===== config.mk =====
export PLATFORM = sky130hd
export DESIGN_NAME = vr2d_cell
export DESIGN_NICKNAME = d
export VERILOG_FILES = /design/src/sv/vr2d_pkg.sv /design/src/sv/vr2d_cell.sv
export SDC_FILE = /design/constraint.sdc
export NUM_CORES = 1
export LEC_CHECK = 0
export BUFFER_PORTS_ARGS = -buffer_cell sky130_fd_sc_hd__buf_2
export CORE_MARGIN = 2
export CORE_UTILIZATION = 57
export CTS_BUF_LIST = sky130_fd_sc_hd__clkbuf_4 sky130_fd_sc_hd__clkbuf_8 sky130_fd_sc_hd__clkbuf_16
export CTS_CLUSTER_DIAMETER = 30
export DETAILED_ROUTE_END_ITERATION = 6
export PLACE_DENSITY_LB_ADDON = 0.3
export SYNTH_ARGS = -nofsm -noshare
export SYNTH_HDL_FRONTEND = slang
export SYNTH_SLANG_ARGS = --single-unit

===== constraint.sdc =====
create_clock -name clk -period 6.4 [get_ports clk]
set_input_delay 1.28 -clock clk [delete_from_list [all_inputs] [get_ports clk]]
set_output_delay 1.28 -clock clk [all_outputs]
set_load 0.01 [all_outputs]

===== src/sv/vr2d_pkg.sv =====
`timescale 1ns / 1ps
// ----------------------------------------------------------------------------
// vr2d_pkg: shared types and constants for the 2D vector rotator
// Widths, gain and reciprocal constants, arctangent table, cell payload type.
// ----------------------------------------------------------------------------
package vr2d_pkg;

	// port widths
	localparam int IN_W  = 32;
	localparam int ANG_W = 26;

	// internal datapath: Q.24 with headroom for CORDIC growth
	localparam int DATA_W = 42;
	localparam int Z_W    = 34;
	localparam int GUARD  = 8;

	// cell count range and default
	localparam int ROTATION_STAGES_DEF = 16;
	localparam int MAX_STAGES          = 32;

	// gain 0.6072529350 in Q1.30
	localparam logic signed [30:0] GAIN_Q30 = 31'sd652032874;
	localparam int GAIN_SHIFT = 30 - GUARD;

	// degrees to binary angle: bam = round(deg * 8192 / 45)
	localparam int DEG_DIV   = 45;
	localparam int DEG_MUL_W = 13;
	localparam int DEG_HALF  = 22;
	// floor(2^32 / 45), quotient estimate is low by at most one
	localparam logic [26:0] RECIP_DIV = 27'd95443717;
	localparam int RECIP_SHIFT = 32;
	// ceil(2^25 / 45), exact quotient for operands below 2^19
	localparam logic [19:0] FRAC_RECIP = 20'd745655;
	localparam int FRAC_SHIFT = 25;

	localparam logic signed [Z_W-1:0] QUARTER_TURN = Z_W'(64'sh4000_0000);
	localparam logic signed [Z_W-1:0] HALF_TURN    = Z_W'(64'sh8000_0000);

	// atan(2^-i) in binary angle units
	localparam logic [31:0] ATAN_BAM [MAX_STAGES] = '{
		32'h20000000, 32'h12E4051E, 32'h09FB385B, 32'h051111D4,
		32'h028B0D43, 32'h0145D7E1, 32'h00A2F61E, 32'h00517C55,
		32'h0028BE53, 32'h00145F2F, 32'h000A2F98, 32'h000517CC,
		32'h00028BE6, 32'h000145F3, 32'h0000A2FA, 32'h0000517D,
		32'h000028BE, 32'h0000145F, 32'h00000A30, 32'h00000518,
		32'h0000028C, 32'h00000146, 32'h000000A3, 32'h00000051,
		32'h00000029, 32'h00000014, 32'h0000000A, 32'h00000005,
		32'h00000003, 32'h00000001, 32'h00000001, 32'h00000000
	};

	// payload handed from cell to cell
	typedef struct packed {
		logic signed [DATA_W-1:0] x;
		logic signed [DATA_W-1:0] y;
		logic signed [Z_W-1:0]    z;
	} cell_data_t;

	// fractional part of the angle conversion for a remainder below 45
	// divide by 45 through a reciprocal multiply
	function automatic logic [DEG_MUL_W-1:0] frac_bam(input logic [5:0] rem);
		logic [19:0] num;
		logic [39:0] prod;
		num  = (20'(rem) << DEG_MUL_W) + 20'(DEG_HALF);
		prod = 40'(num) * 40'(FRAC_RECIP);
		return DEG_MUL_W'(prod >> FRAC_SHIFT);
	endfunction

endpackage


===== src/sv/vr2d_cell.sv =====
`timescale 1ns / 1ps
// ----------------------------------------------------------------------------
// vr2d_cell: one CORDIC micro-rotation
// Turns the vector by atan(2^-STAGE) toward zero residual angle, registered.
// ----------------------------------------------------------------------------
module vr2d_cell #(
	parameter int STAGE = 0
) (
	input  logic                 clk,
	input  logic                 arst_n,
	input  logic                 up_valid,
	output logic                 up_ready,
	input  vr2d_pkg::cell_data_t up_data,
	output logic                 dn_valid,
	input  logic                 dn_ready,
	output vr2d_pkg::cell_data_t dn_data
);
	import vr2d_pkg::*;

	logic                     valid_q;
	cell_data_t               data_q;
	logic signed [DATA_W-1:0] dx, dy;
	logic signed [Z_W-1:0]    step;

	assign up_ready = !valid_q || dn_ready;

	// floor shifts of the neighbor component
	assign dx   = up_data.y >>> STAGE;
	assign dy   = up_data.x >>> STAGE;
	assign step = Z_W'(ATAN_BAM[STAGE]);

	always_ff @(posedge clk or negedge arst_n) begin
		if (!arst_n) begin
			valid_q <= 1'b0;
		end else if (up_ready) begin
			valid_q <= up_valid;
		end
	end

	// non-negative residual turns counterclockwise
	always_ff @(posedge clk) begin
		if (up_ready) begin
			if (up_data.z >= 0) begin
				data_q.x <= up_data.x - dx;
				data_q.y <= up_data.y + dy;
				data_q.z <= up_data.z - step;
			end else begin
				data_q.x <= up_data.x + dx;
				data_q.y <= up_data.y - dy;
				data_q.z <= up_data.z + step;
			end
		end
	end

	assign dn_valid = valid_q;
	assign dn_data  = data_q;

endmodule


==> qor.csv, run 1 <==
metric,value,unit
Synth Area in Compound Gates,26.6,%
post-synthesis cell area,0.0118,mm2
initial DRC count,1517,
unrepaired setup endpoints after global routing,false,
total iterations of the first detailed-routing run,6,
CTS clock-pin slew for the worst setup and hold paths,0.06,ns
worst setup margin,1.86,ns
setup fix buffers added after clock tree synthesis,0,
Worst slew margin,33.0,%
CTS resizes,0,
share of layout cells above drive strength 1,19.4,%
Post-synth EDFFs,117,
max capacitance violation total,0,
share of the core filled with cells in the final layout,67.7,%
area of the die,0.0219,mm2
All-Layer GR Usage,36.5,%
ys flop type,edfxtp_1,
max-slew violation count,0,
Vias per Instance,6.30,
count of standard-cell rows,52,
maximum number of pins on one net before global-route repair,81,
wire length of the first global-routing pass,62.4,mm
category of the critical setup timing path,in2reg,
largest vdd supply drop,0.188,mV
HPWL after detailed placement,32.1,mm
worst-skew pair later-pin latency,0.44,ns
IO Port Bufs,241,
actual slew at the worst max-slew pin,1.01,ns
clock tree buffer depth,2,
dominant combinational cell family by area after synthesis,compound AO/OA/AOI/OAI gates,
cells along the critical path,buf_2 -> inv_1 -> ha_1 -> nor4b_1 -> nand4_1 -> nor4_1 -> nor2_4 -> buf_4 -> inv_2 -> buf_4 -> ha_1 -> a21oi_1 -> nor2_1 -> nor2_1 -> xnor2_1,
CP Buf/Inv Count,5,
clock tree from TritonCTS,built,
Arrival @ worst endpoint,4.72,ns
sequential cell area fraction in the yosys report,29.9,%
XOR/XNOR share of the synthesized area,6.22,%
average instance area after synthesis,8.51,um2
"share of synthesized cell area in full adder, half adder and majority cells",15.8,%
fraction of synthesis flops using an asynchronous set or reset pin,0.847,%
P_leak,6.11,nW
level count of the clock H-tree,4,
timing-limited maximum frequency,0.220,GHz
crit-path max FO,79,
starting utilization of the core area,58.2,%
Worst setup SP type,input pin,
setup TNS,0,ns
final-report setup violation count,0,
power per unit of standard cell area,230,mW/mm2
min cycle time layout,4.54,ns
hold bufs inserted after CTS,0,
cell chosen for the clock root,clkbuf_16,
count of warnings emitted by yosys,0,
Sink Count,118,
capturing element type of the critical path,register,
Floorplan Core Area,0.0203,mm2
cell count along the critical path,15,
remaining antenna violation count,0,
part of the cycle the worst path needs,71.0,%
number of distinct standard cells referenced by the synthesized netlist,78,
Vias,11800,
largest stage delay on the critical path,0.60,ns
TritonCTS Buffers,17,
"area fraction in and, or, nand and nor cells after synthesis",13.9,%
outcome,"finished, final reports clean",
net count after synthesis,1658,
worst reg-to-reg path cell count,2,
number of nets in the layout,1863,
number of global-route vias before repair,11200,
antenna violations before repair,5,
worst min path class,in2async,
setup slack at placement,1.55,ns
Top Family by Delay on Critical Path,buffers and inverters,
"commonest cells after routing, fill and taps aside","241 x buf_2, 181 x a21oi_1, 143 x ha_1, 124 x inv_1, 117 x edfxtp_1",
final hold violation count,0,
final routed DRC violation total,0,
share of cell area taken by muxes after synthesis,1.19,%
die width,148,um
data required time at the worst endpoint,6.58,ns
Post-Syn Instances,1389,
most common library cell in the layout ignoring fill and taps,buf_2,
"slowest stage cell, crit path",nor4_1,
number of top-level design ports,242,
synth-to-layout area growth,16.2,%
final wirelength,40.7,mm
Overflow after GRT,0,
clock skew,0.00870,ns
routed length per instance,21.6,um
number of flip-flops and latches in the synthesized netlist,118,
Die Ht,148,um
final RePlAce weighted congestion,1.01,
==> cells in the mapped netlist, types with 16 or more instances <==
library cell	count	area share (%)
xnor2_1	74	5.5
nor3_1	29	1.2
ha_1	143	15
o21ai_1	18	0.76
inv_1	124	3.9
nand4_1	23	1.2
nor2_1	104	3.3
o31ai_1	21	1.3
clkbuf_1	28	0.89
o21bai_1	33	2.1
o21ai_0	87	3.7
edfxtp_1	117	30
nand3_1	19	0.80
o211ai_1	16	1.0
buf_2	22	0.93
nand2_1	80	2.5
nor4_1	17	0.90
a21o_1	32	2.0
a21oi_1	181	7.7
==> per-layer routing <==
metal  GRT usage [%]  vias up  wire, um
li1                -     5481         -
met1            48.9     5498     16800
met2            60.1      765     18600
met3            5.86      103      4000
met4            13.2        0      1330
met5               0        -         0
==> worst register-to-register path: stages, from the launching register on <==
cell      delay [ns]
dfrtp_1         0.40
nand2b_4        0.42
buf_4           0.85
==> cell type report <==
type / instances / area [um2]
clock buffer: 17 / 425
sequential: 118 / 3540
multi-input combinational: 1080 / 7550
clock inverter: 15 / 143
antenna: 4 / 10.0
inverter: 132 / 495
timing repair buffer: 245 / 1240
tap: 270 / 338
fill: 1717 / 6570
==> power by group <==
part | switching [mW] | internal (mW)
sequential | 0.0371 | 1.02
combinational | 0.734 | 0.408
clock | 0.422 | 0.543
total | 1.19 | 1.97
==> per-stage QoR <==
| stage | instance area, um2 | total power [mW] | cells | hold slack [ns] |
|---|---|---|---|---|
| floorplan | 11800 | 1.78 | 1389 | 0.984 |
| global placement | 13200 | 2.17 | 1845 | 0.888 |
| detailed placement | 13200 | 2.18 | 1845 | 0.925 |
| CTS | 13700 | 3.14 | 1877 | 0.608 |
| global route | 13700 | 3.28 | 1881 | 0.609 |
| finish | 13700 | 3.16 | 1881 | 0.614 |
==> kinds of logic after synthesis <==
kind of cell	count (synthesis)
flops	118
compound gates	497
buf+inv	191
mux	14
fa+ha+maj	147
simple gates	338
xor+xnor	84
==> sequential cells by signal (all words and copies together), names as in the netlist <==
signal    cells
dn_data     117
dn_valid      1
==> worst paths after layout <==
path | start | to | slack [ns]
max | up_data[33] | dn_data[33] | 1.86
min | arst_n | dn_valid | 0.61
max reg2reg | dn_valid | dn_data[94] | 4.27
min reg2reg | dn_valid | dn_valid | 0.90
max in group asynchronous | arst_n | dn_valid | 5.70
min in group clk | dn_valid | dn_valid | 0.90
Power figures use the tool's default switching activity.
==> inputs of run 2 (changes only) <==
--- a/config.mk
+++ b/config.mk
@@ -7,7 +7,7 @@
 export LEC_CHECK = 0
 export BUFFER_PORTS_ARGS = -buffer_cell sky130_fd_sc_hd__buf_2
 export CORE_MARGIN = 2
-export CORE_UTILIZATION = 57
+export CORE_UTILIZATION = 52
 export CTS_BUF_LIST = sky130_fd_sc_hd__clkbuf_4 sky130_fd_sc_hd__clkbuf_8 sky130_fd_sc_hd__clkbuf_16
 export CTS_CLUSTER_DIAMETER = 30
 export DETAILED_ROUTE_END_ITERATION = 6
==> constraint.sdc (replaced) <==
create_clock -name clk -period 3.8 [get_ports clk]
set_input_delay 0.76 -clock clk [delete_from_list [all_inputs] [get_ports clk]]
set_output_delay 0.76 -clock clk [all_outputs]
set_load 0.01 [all_outputs]
==> run 2 against run 1 <==
Critical path depth is 2 lower. Global-route usage is 0.79 points higher. Flip-flop and latch count stayed put. Die area is 9.3% higher. Register-to-register slack worse by 2.0 ns. Combinational power is 93% higher. First-iteration DRC count is 2.8% lower. Sequential power is 70% higher. Wire length is 11% higher. Sequential share of layout area is 2.1 points lower. Via count is 6.4% higher. Final area is 8.8% higher.
==> qor.csv, run 2 (same netlist as run 1, synthesis figures left out) <==
metric,value,unit
"slowest stage cell, crit path",a221oi_2,
placed inst area,0.0143,mm2
final hold violation count,0,
timing-limited maximum frequency,0.295,GHz
global routing met2 resource utilization,60.5,%
total iterations of the first detailed-routing run,5,
antenna violations before repair,5,
Die Ht,155,um
worst reg-to-reg path cell count,2,
category of the critical setup timing path,in2reg,
setup fix buffers added after clock tree synthesis,0,
largest vdd supply drop,0.288,mV
HPWL after detailed placement,36.2,mm
cell chosen for the clock root,clkbuf_16,
P_leak,6.85,nW
maximum number of pins on one net before global-route repair,87,
wire length of the first global-routing pass,68.8,mm
actual slew at the worst max-slew pin,0.773,ns
Worst slew margin,48.0,%
Switching Power,2.13,mW
"commonest cells after routing, fill and taps aside","241 x buf_2, 181 x a21oi_1, 149 x buf_4, 143 x ha_1, 124 x inv_1",
CTS clock-pin slew for the worst setup and hold paths,0.06,ns
Clock power frac,30.3,%
clock skew,0.0136,ns
worst-skew pair later-pin latency,0.45,ns
synth-to-layout area growth,26.5,%
part of the cycle the worst path needs,89.1,%
number of global-route vias before repair,12200,
crit-path max FO,5,
power per unit of standard cell area,382,mW/mm2
IO Port Bufs,241,
filler-free cell count of the finished design,2045,
unrepaired setup endpoints after global routing,false,
All-Layer GR Usage,37.3,%
data required time at the worst endpoint,3.98,ns
starting utilization of the core area,52.5,%
outcome,"finished, final reports clean",
register-to-register setup slack,2.28,ns
max capacitance violation total,0,
final hold slack,0.0853,ns
CP Buf/Inv Count,3,
final wirelength,45.2,mm
worst setup margin,0.415,ns
"final std cell area, no fill",0.0149,mm2
level count of the clock H-tree,4,
most common library cell in the layout ignoring fill and taps,buf_2,
routing usage on met1,50.2,%
routed length per instance,22.1,um
max-slew violation count,0,
Fill cells,1941,
Top Family by Delay on Critical Path,compound AO/OA/AOI/OAI gates,
capturing element type of the critical path,register,
Sink Count,118,
Arrival @ worst endpoint,3.56,ns
final-report setup violation count,0,
Overflow after GRT,0,
min cycle time layout,3.39,ns
share of layout cells above drive strength 1,26.3,%
worst min path class,in2async,
clock tree buffer depth,2,
TritonCTS Buffers,17,
sequential power share,31.3,%
instance count after placement with tap cells included,2009,
hold bufs inserted after CTS,0,
cells along the critical path,buf_2 -> inv_1 -> ha_1 -> nor2b_1 -> o211ai_1 -> nand2_1 -> a311oi_2 -> o41ai_2 -> buf_4 -> a221oi_2 -> o311ai_1 -> a21oi_1 -> xor2_1,
area of the die,0.0240,mm2
initial DRC count,1475,
count of standard-cell rows,55,
internal power,3.57,mW
clock tree from TritonCTS,built,
Worst setup SP type,input pin,
Vias,12600,
setup slack at placement,0.0636,ns
combinational cell fraction of total power,38.5,%
Sw Share,37.4,%
die width,155,um
FF-to-FF Start,dn_valid,
largest stage delay on the critical path,0.52,ns
setup TNS,0,ns
final RePlAce weighted congestion,1.02,
number of nets in the layout,2012,
number of top-level design ports,242,
busiest layer in global routing,met2,
met3 track utilization from global routing,5.66,%
Floorplan Core Area,0.0225,mm2
r2r endpoint,dn_data[99],
Vias per Instance,6.16,
final routed DRC violation total,0,
remaining antenna violation count,0,
CTS resizes,0,
flip-flop count of the largest register after layout,117,
-- run 2: cell count changes in the layout (fill, tap and decap cells not counted), sizes merged --
cell / delta
buf: +149
clkinv: -2
bufinv: +1
clkinvlp: +1
-- run 2: area by class of cell --
class	instances	area [um2]	area share (%)
multi-input combinational	1080	7550	50.5
sequential	118	3540	23.7
timing repair buffer	394	2400	16.1
inverter	132	495	3.31
clock buffer	17	425	2.85
tap	285	357	2.39
clock inverter	15	169	1.13
antenna	4	10.0	0.0670
-- run 2: worst max path at each step --
stage          slack, ns        start  depth (start not counted)            to
4_1_cts             0.50  up_data[38]                         14  dn_data[113]
6_report            0.41  up_data[35]                         13   dn_data[73]
2_1_floorplan       0.54  up_data[34]                         11  dn_data[102]
3_3_place_gp        0.05  up_data[47]                         12  dn_data[103]
3_5_place_dp        0.06  up_data[38]                         14  dn_data[113]
5_1_grt             0.19  up_data[38]                         14  dn_data[113]
-- run 2: routing by layer --
metal	wire length, um	vias up	share of wire, %
met3	4170	132	9.2
met2	20400	824	45
li1	-	5769	-
met1	18800	5881	42
met5	0	-	0
met4	1790	0	4.0
-- run 2: metrics by stage --
stage / util [%] / power, mW
2_1_floorplan: - / 2.99
3_3_place_gp: 63.7 / 3.93
3_5_place_dp: 63.7 / 3.95
4_1_cts: 66.4 / 5.67
5_1_grt: 66.4 / 5.93
6_report: 66.4 / 5.71
-- run 2: power groups by stage --
stage               Combinational, mW  Clock [mW]  Sequential [mW]
finish                           2.20        1.73             1.78
global route                     2.36        1.77             1.80
CTS                              2.16        1.73             1.79
detailed placement               2.14           0             1.81
global placement                 2.13           0             1.80
floorplan                        1.08           0             1.91
