<file path="src/sv/vr2d_pkg.sv">
`timescale 1ns / 1ps
// ----------------------------------------------------------------------------
// vr2d_pkg: shared types and constants for the 2D vector rotator
// Widths, gain and reciprocal constants, arctangent table, cell payload type.
// ----------------------------------------------------------------------------
package vr2d_pkg;

	// port widths
	localparam int IN_W  = 32;
	localparam int ANG_W = 26;

	// internal datapath: Q.24 with headroom for CORDIC growth
	localparam int DATA_W = 42;
	localparam int Z_W    = 34;
	localparam int GUARD  = 8;

	// cell count range and default
	localparam int ROTATION_STAGES_DEF = 16;
	localparam int MAX_STAGES          = 32;

	// gain 0.6072529350 in Q1.30
	localparam logic signed [30:0] GAIN_Q30 = 31'sd652032874;
	localparam int GAIN_SHIFT = 30 - GUARD;

	// degrees to binary angle: bam = round(deg * 8192 / 45)
	localparam int DEG_DIV   = 45;
	localparam int DEG_MUL_W = 13;
	localparam int DEG_HALF  = 22;
	// floor(2^32 / 45), quotient estimate is low by at most one
	localparam logic [26:0] RECIP_DIV = 27'd95443717;
	localparam int RECIP_SHIFT = 32;
	// ceil(2^25 / 45), exact quotient for operands below 2^19
	localparam logic [19:0] FRAC_RECIP = 20'd745655;
	localparam int FRAC_SHIFT = 25;

	localparam logic signed [Z_W-1:0] QUARTER_TURN = Z_W'(64'sh4000_0000);
	localparam logic signed [Z_W-1:0] HALF_TURN    = Z_W'(64'sh8000_0000);

	// atan(2^-i) in binary angle units
	localparam logic [31:0] ATAN_BAM [MAX_STAGES] = '{
		32'h20000000, 32'h12E4051E, 32'h09FB385B, 32'h051111D4,
		32'h028B0D43, 32'h0145D7E1, 32'h00A2F61E, 32'h00517C55,
		32'h0028BE53, 32'h00145F2F, 32'h000A2F98, 32'h000517CC,
		32'h00028BE6, 32'h000145F3, 32'h0000A2FA, 32'h0000517D,
		32'h000028BE, 32'h0000145F, 32'h00000A30, 32'h00000518,
		32'h0000028C, 32'h00000146, 32'h000000A3, 32'h00000051,
		32'h00000029, 32'h00000014, 32'h0000000A, 32'h00000005,
		32'h00000003, 32'h00000001, 32'h00000001, 32'h00000000
	};

	// payload handed from cell to cell
	typedef struct packed {
		logic signed [DATA_W-1:0] x;
		logic signed [DATA_W-1:0] y;
		logic signed [Z_W-1:0]    z;
	} cell_data_t;

	// fractional part of the angle conversion for a remainder below 45
	// divide by 45 through a reciprocal multiply
	function automatic logic [DEG_MUL_W-1:0] frac_bam(input logic [5:0] rem);
		logic [19:0] num;
		logic [39:0] prod;
		num  = (20'(rem) << DEG_MUL_W) + 20'(DEG_HALF);
		prod = 40'(num) * 40'(FRAC_RECIP);
		return DEG_MUL_W'(prod >> FRAC_SHIFT);
	endfunction

endpackage

</file>
<file path="src/sv/vr2d_post.sv">
`timescale 1ns / 1ps
// ----------------------------------------------------------------------------
// vr2d_post: output rounding and saturation
// Rounds Q.24 to Q16.16, clamps to 32 bits and holds the result item.
// ----------------------------------------------------------------------------
module vr2d_post (
	input  logic                             clk,
	input  logic                             arst_n,
	input  logic                             up_valid,
	output logic                             up_ready,
	input  vr2d_pkg::cell_data_t             up_data,
	output logic                             out_valid,
	input  logic                             out_ready,
	output logic signed [vr2d_pkg::IN_W-1:0] x_out,
	output logic signed [vr2d_pkg::IN_W-1:0] y_out
);
	import vr2d_pkg::*;

	logic                     valid_q;
	logic signed [IN_W-1:0]   x_q, y_q;
	logic signed [DATA_W-1:0] xr, yr;
	logic signed [IN_W-1:0]   x_sat, y_sat;

	function automatic logic signed [IN_W-1:0] sat32(input logic signed [DATA_W-1:0] v);
		logic hi_ones, hi_zeros;
		hi_ones  = &v[DATA_W-1:IN_W-1];
		hi_zeros = ~|v[DATA_W-1:IN_W-1];
		if (hi_ones || hi_zeros)
			return v[IN_W-1:0];
		else if (v[DATA_W-1])
			return {1'b1, {(IN_W-1){1'b0}}};
		else
			return {1'b0, {(IN_W-1){1'b1}}};
	endfunction

	// round half up, drop guard bits
	assign xr    = (up_data.x + (DATA_W'(1) <<< (GUARD - 1))) >>> GUARD;
	assign yr    = (up_data.y + (DATA_W'(1) <<< (GUARD - 1))) >>> GUARD;
	assign x_sat = sat32(xr);
	assign y_sat = sat32(yr);

	assign up_ready = !valid_q || out_ready;

	always_ff @(posedge clk or negedge arst_n) begin
		if (!arst_n) begin
			valid_q <= 1'b0;
		end else if (up_ready) begin
			valid_q <= up_valid;
		end
	end

	always_ff @(posedge clk) begin
		if (up_ready) begin
			x_q <= x_sat;
			y_q <= y_sat;
		end
	end

	assign out_valid = valid_q;
	assign x_out     = x_q;
	assign y_out     = y_q;

endmodule

</file>
<file path="config.mk">
export PLATFORM = sky130hd
export DESIGN_NAME = vr2d_post
export DESIGN_NICKNAME = d
export VERILOG_FILES = /design/src/sv/vr2d_pkg.sv /design/src/sv/vr2d_post.sv
export SDC_FILE = /design/constraint.sdc
export NUM_CORES = 1
export LEC_CHECK = 0
export BUFFER_PORTS_ARGS = -buffer_cell sky130_fd_sc_hd__buf_2
export CAP_MARGIN = 5
export CORE_MARGIN = 2
export CORE_UTILIZATION = 48
export DETAILED_ROUTE_END_ITERATION = 10
export GPL_TIMING_DRIVEN = 0
export PLACE_DENSITY = 0.88
export SLEW_MARGIN = 5
export SYNTH_ARGS = -nofsm -noshare
export SYNTH_HDL_FRONTEND = slang
export SYNTH_SLANG_ARGS = --single-unit
export TNS_END_PERCENT = 1
</file>
<file path="constraint.sdc">
create_clock -name clk -period 2.9 [get_ports clk]
set_input_delay 0.29 -clock clk [delete_from_list [all_inputs] [get_ports clk]]
set_output_delay 0.29 -clock clk [all_outputs]
set_load 0.1 [all_outputs]
</file>
==> results.md, run 1 <==
Worst setup path:
- The critical path goes through buf_2 > ha_1 > nand3_1 > or2_2 > or4_4 > xor2_1 > buf_2 > o21ai_0 > a21o_1.
- The endpoint identified for the worst register-to-register timing path is x_out[5].
- The largest driver fanout on the critical path is 10.
- The top cell family by delay on the critical path is simple AND/OR/NAND/NOR gates.
- The sort of element at the start of the critical path is a primary input.
- The data required time of the critical path is 2990 ps.
- The worst setup path is captured at a register.
- Among all stages on the critical path, the largest delay is contributed by or4_4.
- The combined buffer and inverter count along the critical path is 2.
- The most numerous cell type found on the critical path is buf_2.
- The maximum cell stage delay along the critical path is 530 ps.
- The launching point of the worst reg2reg path is out_valid.
- The setup check on the worst reg-to-reg path leaves a slack of 1430 ps.
- At the worst endpoint, the arrival time is 2670 ps.
- Counting cells, the worst reg-to-reg path comes to 1.
- The type of the worst setup path is primary input to register.

STA:
- Setup repair after global routing left no endpoint under its margin.
- Across the routed clock network, the largest skew measured is 5.23 ps.
- The final period utilization is 0.889.
- The max-slew violation total from the final report is 0.
- The achievable clock frequency is 388 MHz.
- The transition time at the pin with the least slew margin is 886 ps.
- The worst relative slew slack is 0.409.
- Summed over all failing endpoints, the final setup total negative slack is 0 ps.
- After layout, the minimum clock period comes to 2580 ps.
- The hold violation total from the final report was 0.
- The setup-violating endpoint count in the final report is 0.

Cells and area:
- Of the cells placed in the final design, the portion with a size suffix greater than 1 is 0.426.
- The repair_antennas step left the layout with diodes totalling 0.
- The area growth from synthesis to layout is 25.3%.
- The final layout contains 650 nets.

Clocking:
- The clock latency at the later pin of the worst-skew pair is 340 ps.
- TritonCTS built the clock tree.
- The clock passes through at most 2 buffers.
- Clock-pin slew was measured on the worst setup and hold paths at 70 ps.
- The maximum level of the CTS H-tree is 3.
- The number of cells upsized or downsized after cts is 0.
- The number of clock buffers added by TritonCTS is 9.
- The tree is rooted in a clkbuf_8.
- The number of clock sinks seen by CTS is 65.

Floorplan:
- The number of primary I/O pins is 188.
- The initial utilization of the core area, before any placement, comes to 0.499.
- The total number of placement rows is 33.
- The die covers 9390 um2.
- Measured along the y axis, the die boundary spans 96.9 um.
- The width of the chip is 96.9 um.
- After floorplanning, the core was sized to cover 8300 um2.

Synthesis:
- Synthesis produced a netlist with a net count of 500.
- After synthesis, the netlist uses 45 different library cells.
- The post-synthesis register bit count is 65.
- Of the post-synthesis cell area, the dominant cell type holds 0.464.
- The Yosys warning count is 0.
- A synthesized cell averages 11.0 um2.
- By area the synthesized netlist is led by edfxtp_1 46%, xnor2_1 7.4%, xor2_1 5.9%.
- In the synthesized netlist, the number of instances is 376.
- The share of the Yosys chip area taken by registers is 0.470.
- In this run the cell area of the synthesized design comes to 4140 um2.
- The most area-hungry cell type in the Yosys netlist is edfxtp_1.

Detailed routing:
- In the routed design, unresolved DRC markers number 0.
- The final wirelength is 10200 um.
- The detailed router finished its first iteration with 224 violations.
- The detailed router placed 3487 vias in this run.
- The number of detailed-routing iterations run before antenna repair is 5.
- The average via count per standard cell is 5.48.
- The final antenna-violating net count is 0.
- Dividing the detail-routed wire length by the instance count gives 16.1 um.

Placed design:
- Port buffering added 138 buffers.
- The final weighted congestion in routability-driven placement is 0.891.
- The wire-length estimate of the detail-placed layout is 7760 um.

Worst hold path:
- The count of cells along the worst hold path is 2.
- The class of the worst hold path is primary input to register.
- The origin of the worst min-delay path is up_valid.
- For hold timing, the worst endpoint is out_valid.

Global route:
- The number of global-route vias before repair is 3405.
- The global-route usage over all layers is 0.215.
- The initial antenna violation count is 0.
- The first-pass GRT wire length is 16400 um.
- The largest net degree at the start of global routing is 67.
- The total congestion overflow after global routing is 0.

Pwr:
- IR analysis of the VDD net gives a maximum drop of 445 uV.
- The overall power is 3.05 mW.
- For this design the ratio of total power to cell area is 588 nW/um2.
- For this design the static power due to leakage is 2.04 nW.

Flow run:
- The number of maximum-capacitance constraint violations is 0.

Run status:
- The run finished with clean final reports.
==> routing by layer <==
metal / vias up / GRT usage / share of wire
met2: 148 / 0.345 / 0.48
met4: 0 / 0.102 / 0.027
met3: 22 / 0.0441 / 0.059
met1: 1642 / 0.279 / 0.44
met5: - / 0 / 0
li1: 1675 / - / -
==> synthesized netlist by cell type (all sizes together) <==
cell and number:
nand4 13, a21oi 43, nand3 29, ha 2, or3 1, dfrtp 1, o21ai 36, and4 6
or4 2, xnor2 36, nand2b 2, inv 9, clkdlybuf4s50 1, xor2 31, edfxtp 64, nor2 30
and2 1, buf 12, nand4b 2, nor3 7, o211a 1, a21o 9, clkbuf 2, or2 2
a31oi 1, nor4 1, a21boi 1, o21bai 1, nand2 23, and3 7
==> state kept, by name, indices dropped and copies added, names as in the netlist <==
signal and cells:
x_out 32, out_valid 1, y_out 32
==> metrics by stage <==
stage	cells	instance area [um2]	worst slack [ps]	utilization	hold WS, ps
global route	636	5190	182	0.626	168
detailed placement	619	4970	23.9	0.599	67.1
floorplan	376	4150	226	-	-5.59
finish	636	5190	322	0.626	147
global placement	619	4970	91.3	0.599	64.4
CTS	636	5190	376	0.626	138
==> cells in the final DEF, fill, tap and decap left out, types with 7 or more instances in the layout <==
cell and count:
nand2_1 23, buf_6 7, edfxtp_1 64, buf_2 140
xor2_1 28, a21o_1 9, nand4_1 13, clkbuf_8 9
o21ai_2 15, nand3_1 28, a21oi_1 23, xnor2_1 35
a21oi_2 19, nor2_1 26, o21ai_0 19, inv_1 9
nor3_1 7
==> layout make-up <==
cell class	instances	area (um2)
Clock buffer	10	128
Inverter	9	33.8
Clock inverter	6	82.6
Timing Repair Buffer	139	701
Tap cell	105	131
Fill cell	674	3110
Buffer	15	129
Sequential cell	65	1950
Multi-Input combinational cell	287	2040
==> power breakdown <==
group / leakage, nW / internal [mW] / switching [mW]
clock: 0.108 / 0.480 / 0.357
sequential: 0.653 / 1.14 / 0.0243
combinational: 1.28 / 0.194 / 0.858
==> worst max-delay path by stage <==
stage | start | end | slack [ps] | cells after the start
floorplan | out_valid | x_out[0] | 230 | 1
global placement | up_data[83] | x_out[22] | 90 | 9
detailed placement | up_data[83] | x_out[22] | 20 | 9
CTS | up_data[83] | x_out[22] | 380 | 9
global route | up_data[83] | x_out[22] | 180 | 9
finish | up_data[83] | x_out[22] | 320 | 9
==> logic make-up after synthesis <==
family	synth area share
flip-flops	0.470
AND/OR/NAND/NOR	0.173
adder cells (fa/ha/maj)	0.00604
AO/OA/AOI/OAI	0.157
buffers and inverters	0.0393
XOR/XNOR	0.154
==> timing repair <==
action | in CTS | in global routing
setup buffers | 0 | 0
hold buffers | 1 | 0
endpoints found under the hold margin | 1 | 0
Power figures use the tool's default switching activity.
==> run 2, diff against run 1 <==
ABC_AREA = 1   (was unset)
CORE_UTILIZATION = 50   (was 48)
GPL_TIMING_DRIVEN = unset   (was 0)
PLACE_DENSITY = 0.89   (was 0.88)
clock period = 3.2 ns   (was 2.9 ns; I/O delays follow)
==> results.md, run 2 <==
Worst setup path:
- The top cell family by delay on the critical path is simple AND/OR/NAND/NOR gates.
- Counting both buffers and inverters, the worst setup path holds a total of 3.
- Counting cells, the worst reg-to-reg path comes to 2.
- The cell that appears most often on the critical path is nand2_1.
- The arrival time reported for the critical path endpoint is 2130 ps.
- The worst register-to-register path begins at out_valid.
- The largest driver fanout on the critical path is 17.
- Walking the worst path, the cells encountered are buf_2 > ha_1 > inv_2 > nor2_4 > nand2_4 > nor2_8 > nand2_1 > nand2_1 > nand2_2 > o21ai_4 > buf_12 > nand2_1.
- The endpoint identified for the worst register-to-register timing path is x_out[16].
- The critical path's slowest cell is o21ai_4.
- The largest single stage delay on the critical path is 420 ps.
- The sort of element at the start of the critical path is a primary input.
- The type of the worst setup path is primary input to register.
- Data on the critical path is required at its endpoint by 3300 ps.
- The category of the worst setup path capture point is a register.
- The worst register-to-register path has a setup slack of 1780 ps.

Synthesis:
- The area fraction of the dominant cell type after synthesis is 0.439.
- The instance count of the mapped netlist is 553.
- The commonest cells after synthesis are 242 x nand2_1, 69 x nor2_1, 64 x edfxtp_1.
- Counting flops with a built-in enable in the synthesized netlist gives 64.
- The mean cell area of the mapped netlist is 7.92 um2.
- In the post-synthesis netlist, the cell with the most instances is nand2_1.
- The Yosys warning count is 0.
- The largest total area in the synthesized netlist belongs to edfxtp_1.
- The dominant register cell in the synthesized netlist is edfxtp_1.
- After synthesis, the share of flip-flops with an asynchronous set or reset is 0.0154.
- For this run, the register share of the synthesized area comes to 0.444.
- The area of the mapped netlist is 4380 um2.
- Sorting the synthesized cells by area gives the leading types as edfxtp_1 44%, nand2_1 21%, xor2_1 7.0%.
- The net count after synthesis is 677.
- Counting flops and latches in the post-synthesis netlist gives 65.
- The number of different library cells used by synthesis comes to 22.

Placed design:
- The final weighted congestion in routability-driven placement is 1.05.
- In this run the tool buffered the top-level ports with 139 buffer cells.
- The number of instances in the placed design is 791.
- The placed wire-length estimate after detailed placement is 9020 um.

Clocking:
- TritonCTS built the clock tree.
- The CTS buffer count is 9.
- Counting along the longest clock path gives a buffer depth of 2.
- Clock-pin slew was measured on the worst setup and hold paths at 70 ps.
- The cell at the root of the clock tree is clkbuf_8.
- The number of setup buffers added after CTS is 0.
- The maximum level of the CTS H-tree is 3.
- The number of clock sinks seen by CTS is 65.
- At the later pin of the worst-skew pair, clock insertion delay measures 350 ps.

Global route:
- Entering global routing, the biggest net connects 50 pins.
- The total congestion overflow after global routing is 0.
- Across every metal layer, demand over resource in global routing totals 0.246.
- The first global-routing pass estimated 18600 um of wire.
- The initial antenna violation count is 0.
- The number of global-route vias before repair is 4049.

STA:
- Setup repair after global routing left no endpoint under its margin.
- Setup violations remaining at the end of the flow were counted as 0.
- The hold violation total from the final report is 0.
- Subtracting the final worst setup slack from the clock period gives 2030 ps.
- For the final routed database, the setup TNS stands at 0 ps.
- Headroom to the max-slew limit came out at 0.636.
- The transition time at the pin with the least slew margin is 545 ps.
- The final period utilization is 0.633.
- The worst clock skew is 8.84 ps.
- The achievable clock frequency is 494 MHz.
- The max-slew violation total from the final report is 0.

Detailed routing:
- The total number of vias is 4146.
- Using the TritonRoute via totals, the vias-per-cell ratio works out to 5.13.
- After detailed routing, the average wire length per cell comes to 14.1 um.
- The number of detailed-routing iterations run before antenna repair is 5.
- The number of design rule violations left after detail routing is 0.
- The final wirelength is 11400 um.
- The detailed router finished its first iteration with 136 violations.
- Once detail routing completed, the nets flagged for antenna violations numbered 0.

Floorplan:
- The width of the chip is 97.6 um.
- The floorplan step defined a die boundary enclosing 9530 um2.
- The floorplan core area is 8590 um2.
- The total number of placement rows is 34.
- For this configuration, the core starts out at a cell density of 0.510.
- Measured along the y axis, the die boundary spans 97.6 um.
- The number of primary I/O pins is 188.

Pwr:
- IR analysis of the VDD net gives a maximum drop of 307 uV.
- After layout, the design draws a total of 2.65 mW.
- The switching portion of total power is 0.419.
- The part of the power in the clock network is 0.256.
- The power density normalized to cell area is 497 nW/um2.
- The logic gate share of total power is 0.349.
- The static leakage is 2.44 nW.
- The net switching power is 1.11 mW.
- The register share of total power is 0.395.
- Cell internal power was estimated by the tool at 1.54 mW.

Cells and area:
- The layout cell share with drive strength beyond 1 is 0.267.
- Leaving out fill and tap cells, the most frequent cell in the layout is nand2_1.
- For this run, the number of standard cells in the final layout without fillers is 808.
- The count of antenna diodes in the layout is 0.
- After filler insertion, the fill cell instance count of the layout stands at 783.
- The top cell types in the final layout, fill and taps aside, are 241 x nand2_1, 139 x buf_2, 69 x nor2_1.
- The growth of design area from synthesis to finish is 21.8%.
- The net count of the finished layout is 819.

Run status:
- The run finished with clean final reports.

Worst hold path:
- The destination of the worst hold path is out_valid.
- The class of the worst hold path is primary input to register.
- The origin of the worst min-delay path is up_valid.
- The count of cells along the worst hold path is 3.

Flow run:
- The number of maximum-capacitance constraint violations is 0.
run 2: cell count changes after synthesis, moves of 14 or more:
cell and change:
a21oi_1 -23, a21oi_2 -19, inv_1 +14, nand2_1 +219, nor2_1 +43, o21ai_0 -19
o21ai_2 -15
run 2: power by group through the flow:
stage | Clock (mW) | Sequential, mW | Combinational, mW
3_5_place_dp | 0 | 1.07 | 0.927
2_1_floorplan | 0 | 1.62 | 0.197
4_1_cts | 0.694 | 1.05 | 0.929
3_3_place_gp | 0 | 1.06 | 0.917
5_1_grt | 0.723 | 1.05 | 0.972
6_report | 0.679 | 1.05 | 0.927
run 2: routing by layer:
layer	up-vias	GRT usage	part of all wire
met4	0	0.105	0.032
met5	-	0	0
met2	209	0.423	0.49
li1	2054	-	-
met3	31	0.0676	0.087
met1	1852	0.287	0.39
run 2: logic make-up (layout without fill, tap and decap cells):
logic type,after synthesis,in the layout,share of synthesized area
XOR/XNOR,60,60,0.120
AO/OA/AOI/OAI,1,1,0.00371
flip-flops,65,65,0.444
AND/OR/NAND/NOR,388,388,0.379
adder cells (fa/ha/maj),2,2,0.00571
buffers and inverters,37,184,0.0471
run 2: worst register-to-register path, cell delays in order, from the launching register on:
cell and delay, ps:
dfrtp_1 380, nand2_2 360, buf_12 310
run 2: repair_timing:
action | 4_1_cts | 5_1_grt
hold buffers | 1 | 0
resized for setup | 0 | 0
hold endpoints to repair | 1 | 0
run 2: cell type report:
| cell class | instances | area, um2 | area share |
|---|---|---|---|
| multi-input cells | 451 | 2230 | 0.418 |
| flip-flops and latches | 65 | 1950 | 0.365 |
| repair buffers | 143 | 753 | 0.141 |
| clock buffers | 12 | 135 | 0.0253 |
| well taps | 108 | 135 | 0.0253 |
| inverters | 25 | 93.8 | 0.0176 |
| clock inverters | 4 | 43.8 | 0.00820 |
run 2: how the worst max path moves through the flow:
stage,startpoint,to,depth (start not counted)
2_1_floorplan,out_valid,x_out[0],1
3_3_place_gp,up_data[83],x_out[13],12
4_1_cts,up_data[83],x_out[6],12
3_5_place_dp,up_data[83],x_out[6],12
6_report,up_data[83],x_out[6],12
5_1_grt,up_data[41],y_out[6],13
run 2: metrics by stage:
| stage | setup slack, ps | hold WS (ps) | area (um2) | utilization |
|---|---|---|---|---|
| after floorplan | 524 | 24.4 | 4380 | - |
| after global placement | 845 | 94.4 | 5150 | 0.599 |
| after detailed placement | 788 | 96.3 | 5150 | 0.599 |
| after CTS | 1170 | 141 | 5340 | 0.621 |
| after global routing | 1000 | 169 | 5340 | 0.621 |
| final | 1170 | 156 | 5340 | 0.621 |
==> run 3, diff against run 2 <==
CORE_UTILIZATION = 44   (was 50)
PLACE_DENSITY = 0.84   (was 0.89)
clock period = 1.79 ns   (was 3.2 ns; I/O delays follow)
==> results.md, run 3 (synthesis gave the netlist of run 2 again) <==
Run status:
- The flow ran to the end, and the final reports show no timing, DRC or antenna violations.

STA:
- The worst relative slew slack is 0.667.
- The achievable clock frequency is 620 MHz.
- Across the routed clock network, the largest skew measured is 11.6 ps.
- The setup slack of the critical path after layout is 177 ps.
- For the pin with the worst max-slew slack, the measured transition is 498 ps.
- Setup repair after global routing left no endpoint under its margin.
- The setup-violating endpoint count in the final report is 0.
- In the finished design, the share of the clock period the worst path needs comes to 0.901.
- The hold violation total from the final report is 0.
- The max-slew violation total from the final report was 0.
- The routed design could run at a clock period as short as 1610 ps.

Clocking:
- The maximum level of the CTS H-tree is 3.
- The later pin in the worst-skew pair is clocked with a latency of 350 ps.
- After clock tree synthesis, the setup repair step added 0 buffers.
- The cell at the root of the clock tree is clkbuf_8.
- The hold-fix buffer count after cts is 1.
- The maximum clock path buffer count is 2.
- The CTS tree is done.
- The clock slew at the register clock pins of the worst setup and hold paths is 70 ps.
- The CTS buffer count is 9.
- In this run, post-CTS repair resized a total of 0 instances.
- The clock net in this run drives a total of 65 sinks.

Floorplan:
- The initial cell density of the core is 0.450.
- In this run the horizontal extent of the chip is 104 um.
- After floorplanning, the core was sized to cover 9730 um2.
- The vertical die dimension is 104 um.
- 188 I/O pins were placed.
- After floorplanning, the core was divided into 36 placement rows.
- The die covers 10800 um2.

Worst setup path:
- The arrival time reported for the critical path endpoint is 1430 ps.
- The critical path in this run is classified as register to primary output.
- The signal on the critical path passes through nand2_8 > buf_12.
- The combined buffer and inverter count along the critical path is 1.
- The start point of the critical path is out_valid.
- The startpoint identified for the worst register-to-register timing path is out_valid.
- The largest driver fanout on the critical path is 66.
- The maximum cell stage delay along the critical path is 440 ps.
- The critical path's slowest cell is dfrtp_2.
- The cell depth of the worst setup path is 2.
- The depth of the worst register-to-register path is 1.
- The sort of element at the start of the critical path is a register.
- The worst setup path is captured at a primary output.
- The worst-case register-to-register setup slack is 570 ps.
- The top cell family by delay on the critical path is flip-flops.
- The data required time of the critical path is 1610 ps.
- The reg-to-reg critical path endpoint is y_out[27].

Placed design:
- The worst slack at placement is -13.2 ps.
- During placement, the flow inserted port buffers numbering 139.
- The instance area at placement is 5490 um2.
- The placed wire-length estimate after detailed placement is 9250 um.
- Routability-driven placement finished with a final weighted congestion of 0.970.

Cells and area:
- At the end of the flow the core is filled with cells to 0.581.
- The count of antenna diodes in the layout is 0.
- The layout has 926 filler cells.
- From synthesis to final layout, the design area changed by 29.0%.
- The register cell area after layout is 1950 um2.
- In the final layout, the share of cells above drive strength 1 is 0.302.
- The final instance area is 5650 um2.
- The library cells used most frequently in the layout, excluding fill and tap cells, are 241 x nand2_1, 138 x buf_2, 69 x nor2_1.
- The final layout contains 851 nets.
- The library cell used most frequently in the layout, excluding fill and tap cells, is nand2_1.
- The total area of multi-input combinational cells is 2240 um2.

Detailed routing:
- For this run, design rule violations remaining after detail routing come to 0.
- For this block, the routed nets add up to 11400 um of wire.
- The average via count per standard cell is 4.82.
- The average routed wire per standard cell is 13.1 um.
- The initial DRC count is 107.
- The final antenna-violating net count is 0.
- The total number of vias is 4169.
- The number of detailed-routing iterations run before antenna repair is 4.

Global route:
- The number of global-route vias before repair was 4027.
- The first global-routing pass estimated 18500 um of wire.
- In the global route stage, overall resource usage came out at 0.217.
- Entering global routing, the biggest net connects 67 pins.
- The initial antenna violation count is 0.
- The total congestion overflow after global routing is 0.

Worst hold path:
- The worst hold path belongs to the class primary input to register.
- The count of cells along the worst hold path is 3.
- The worst hold path begins at up_valid.
- The path with the worst hold slack has its endpoint at out_valid.

Flow run:
- Max-cap violations in this run came to 0.

Pwr:
- The logic gate share of total power is 0.366.
- The part of the power in the clock network is 0.230.
- Internal power comes to 2.66 mW.
- Dividing total power by cell area gives a power density of 822 nW/um2.
- The static leakage is 2.61 nW.
- The completed layout was analyzed and its total power is 4.65 mW.
- In this run the power spent charging and discharging nets is 1.99 mW.
- The register share of total power is 0.404.
- The switching portion of total power is 0.429.
- The worst supply voltage drop on vdd is 396 uV.
==> run 3: changes by cell type in the layout (fill, tap and decap cells not counted), sizes merged <==
cell	delta
clkinv	+1
bufinv	-1
buf	+32
==> run 3: final cells by class <==
cell class	count	area share
Clock buffer	12	0.0239
Tap cell	133	0.0294
Sequential cell	65	0.345
Clock inverter	4	0.00354
Multi-Input combinational cell	451	0.397
Timing Repair Buffer	175	0.185
Inverter	25	0.0166
==> run 3: per-layer routing <==
layer  GRT usage  up-vias  routed length, um
met2       0.389      154               5740
met4      0.0956        0                344
met1       0.249     1873               4550
li1            -     2114                  -
met3      0.0478       28                734
met5           0        -                  0
==> run 3: worst max-delay path by stage <==
stage / end
after floorplan: x_out[11]
after global placement: x_out[4]
after detailed placement: x_out[21]
after CTS: up_ready
after global routing: up_ready
final: up_ready
==> run 3: power groups by stage <==
stage               clock network (mW)  logic (mW)  registers (mW)
CTS                               1.10        1.70            1.88
finish                            1.07        1.70            1.88
global placement                     0        1.69            1.91
detailed placement                   0        1.70            1.91
floorplan                            0       0.356            2.90
global route                      1.16        1.78            1.89
==> run 3: metrics by stage <==
stage	hold WS, ps	std cells	TNS, ps
floorplan	-117	553	0
global placement	-46.7	848	0
detailed placement	-42.8	848	-18.8
CTS	7.50	865	0
global route	11.0	865	0
finish	17.5	865	0
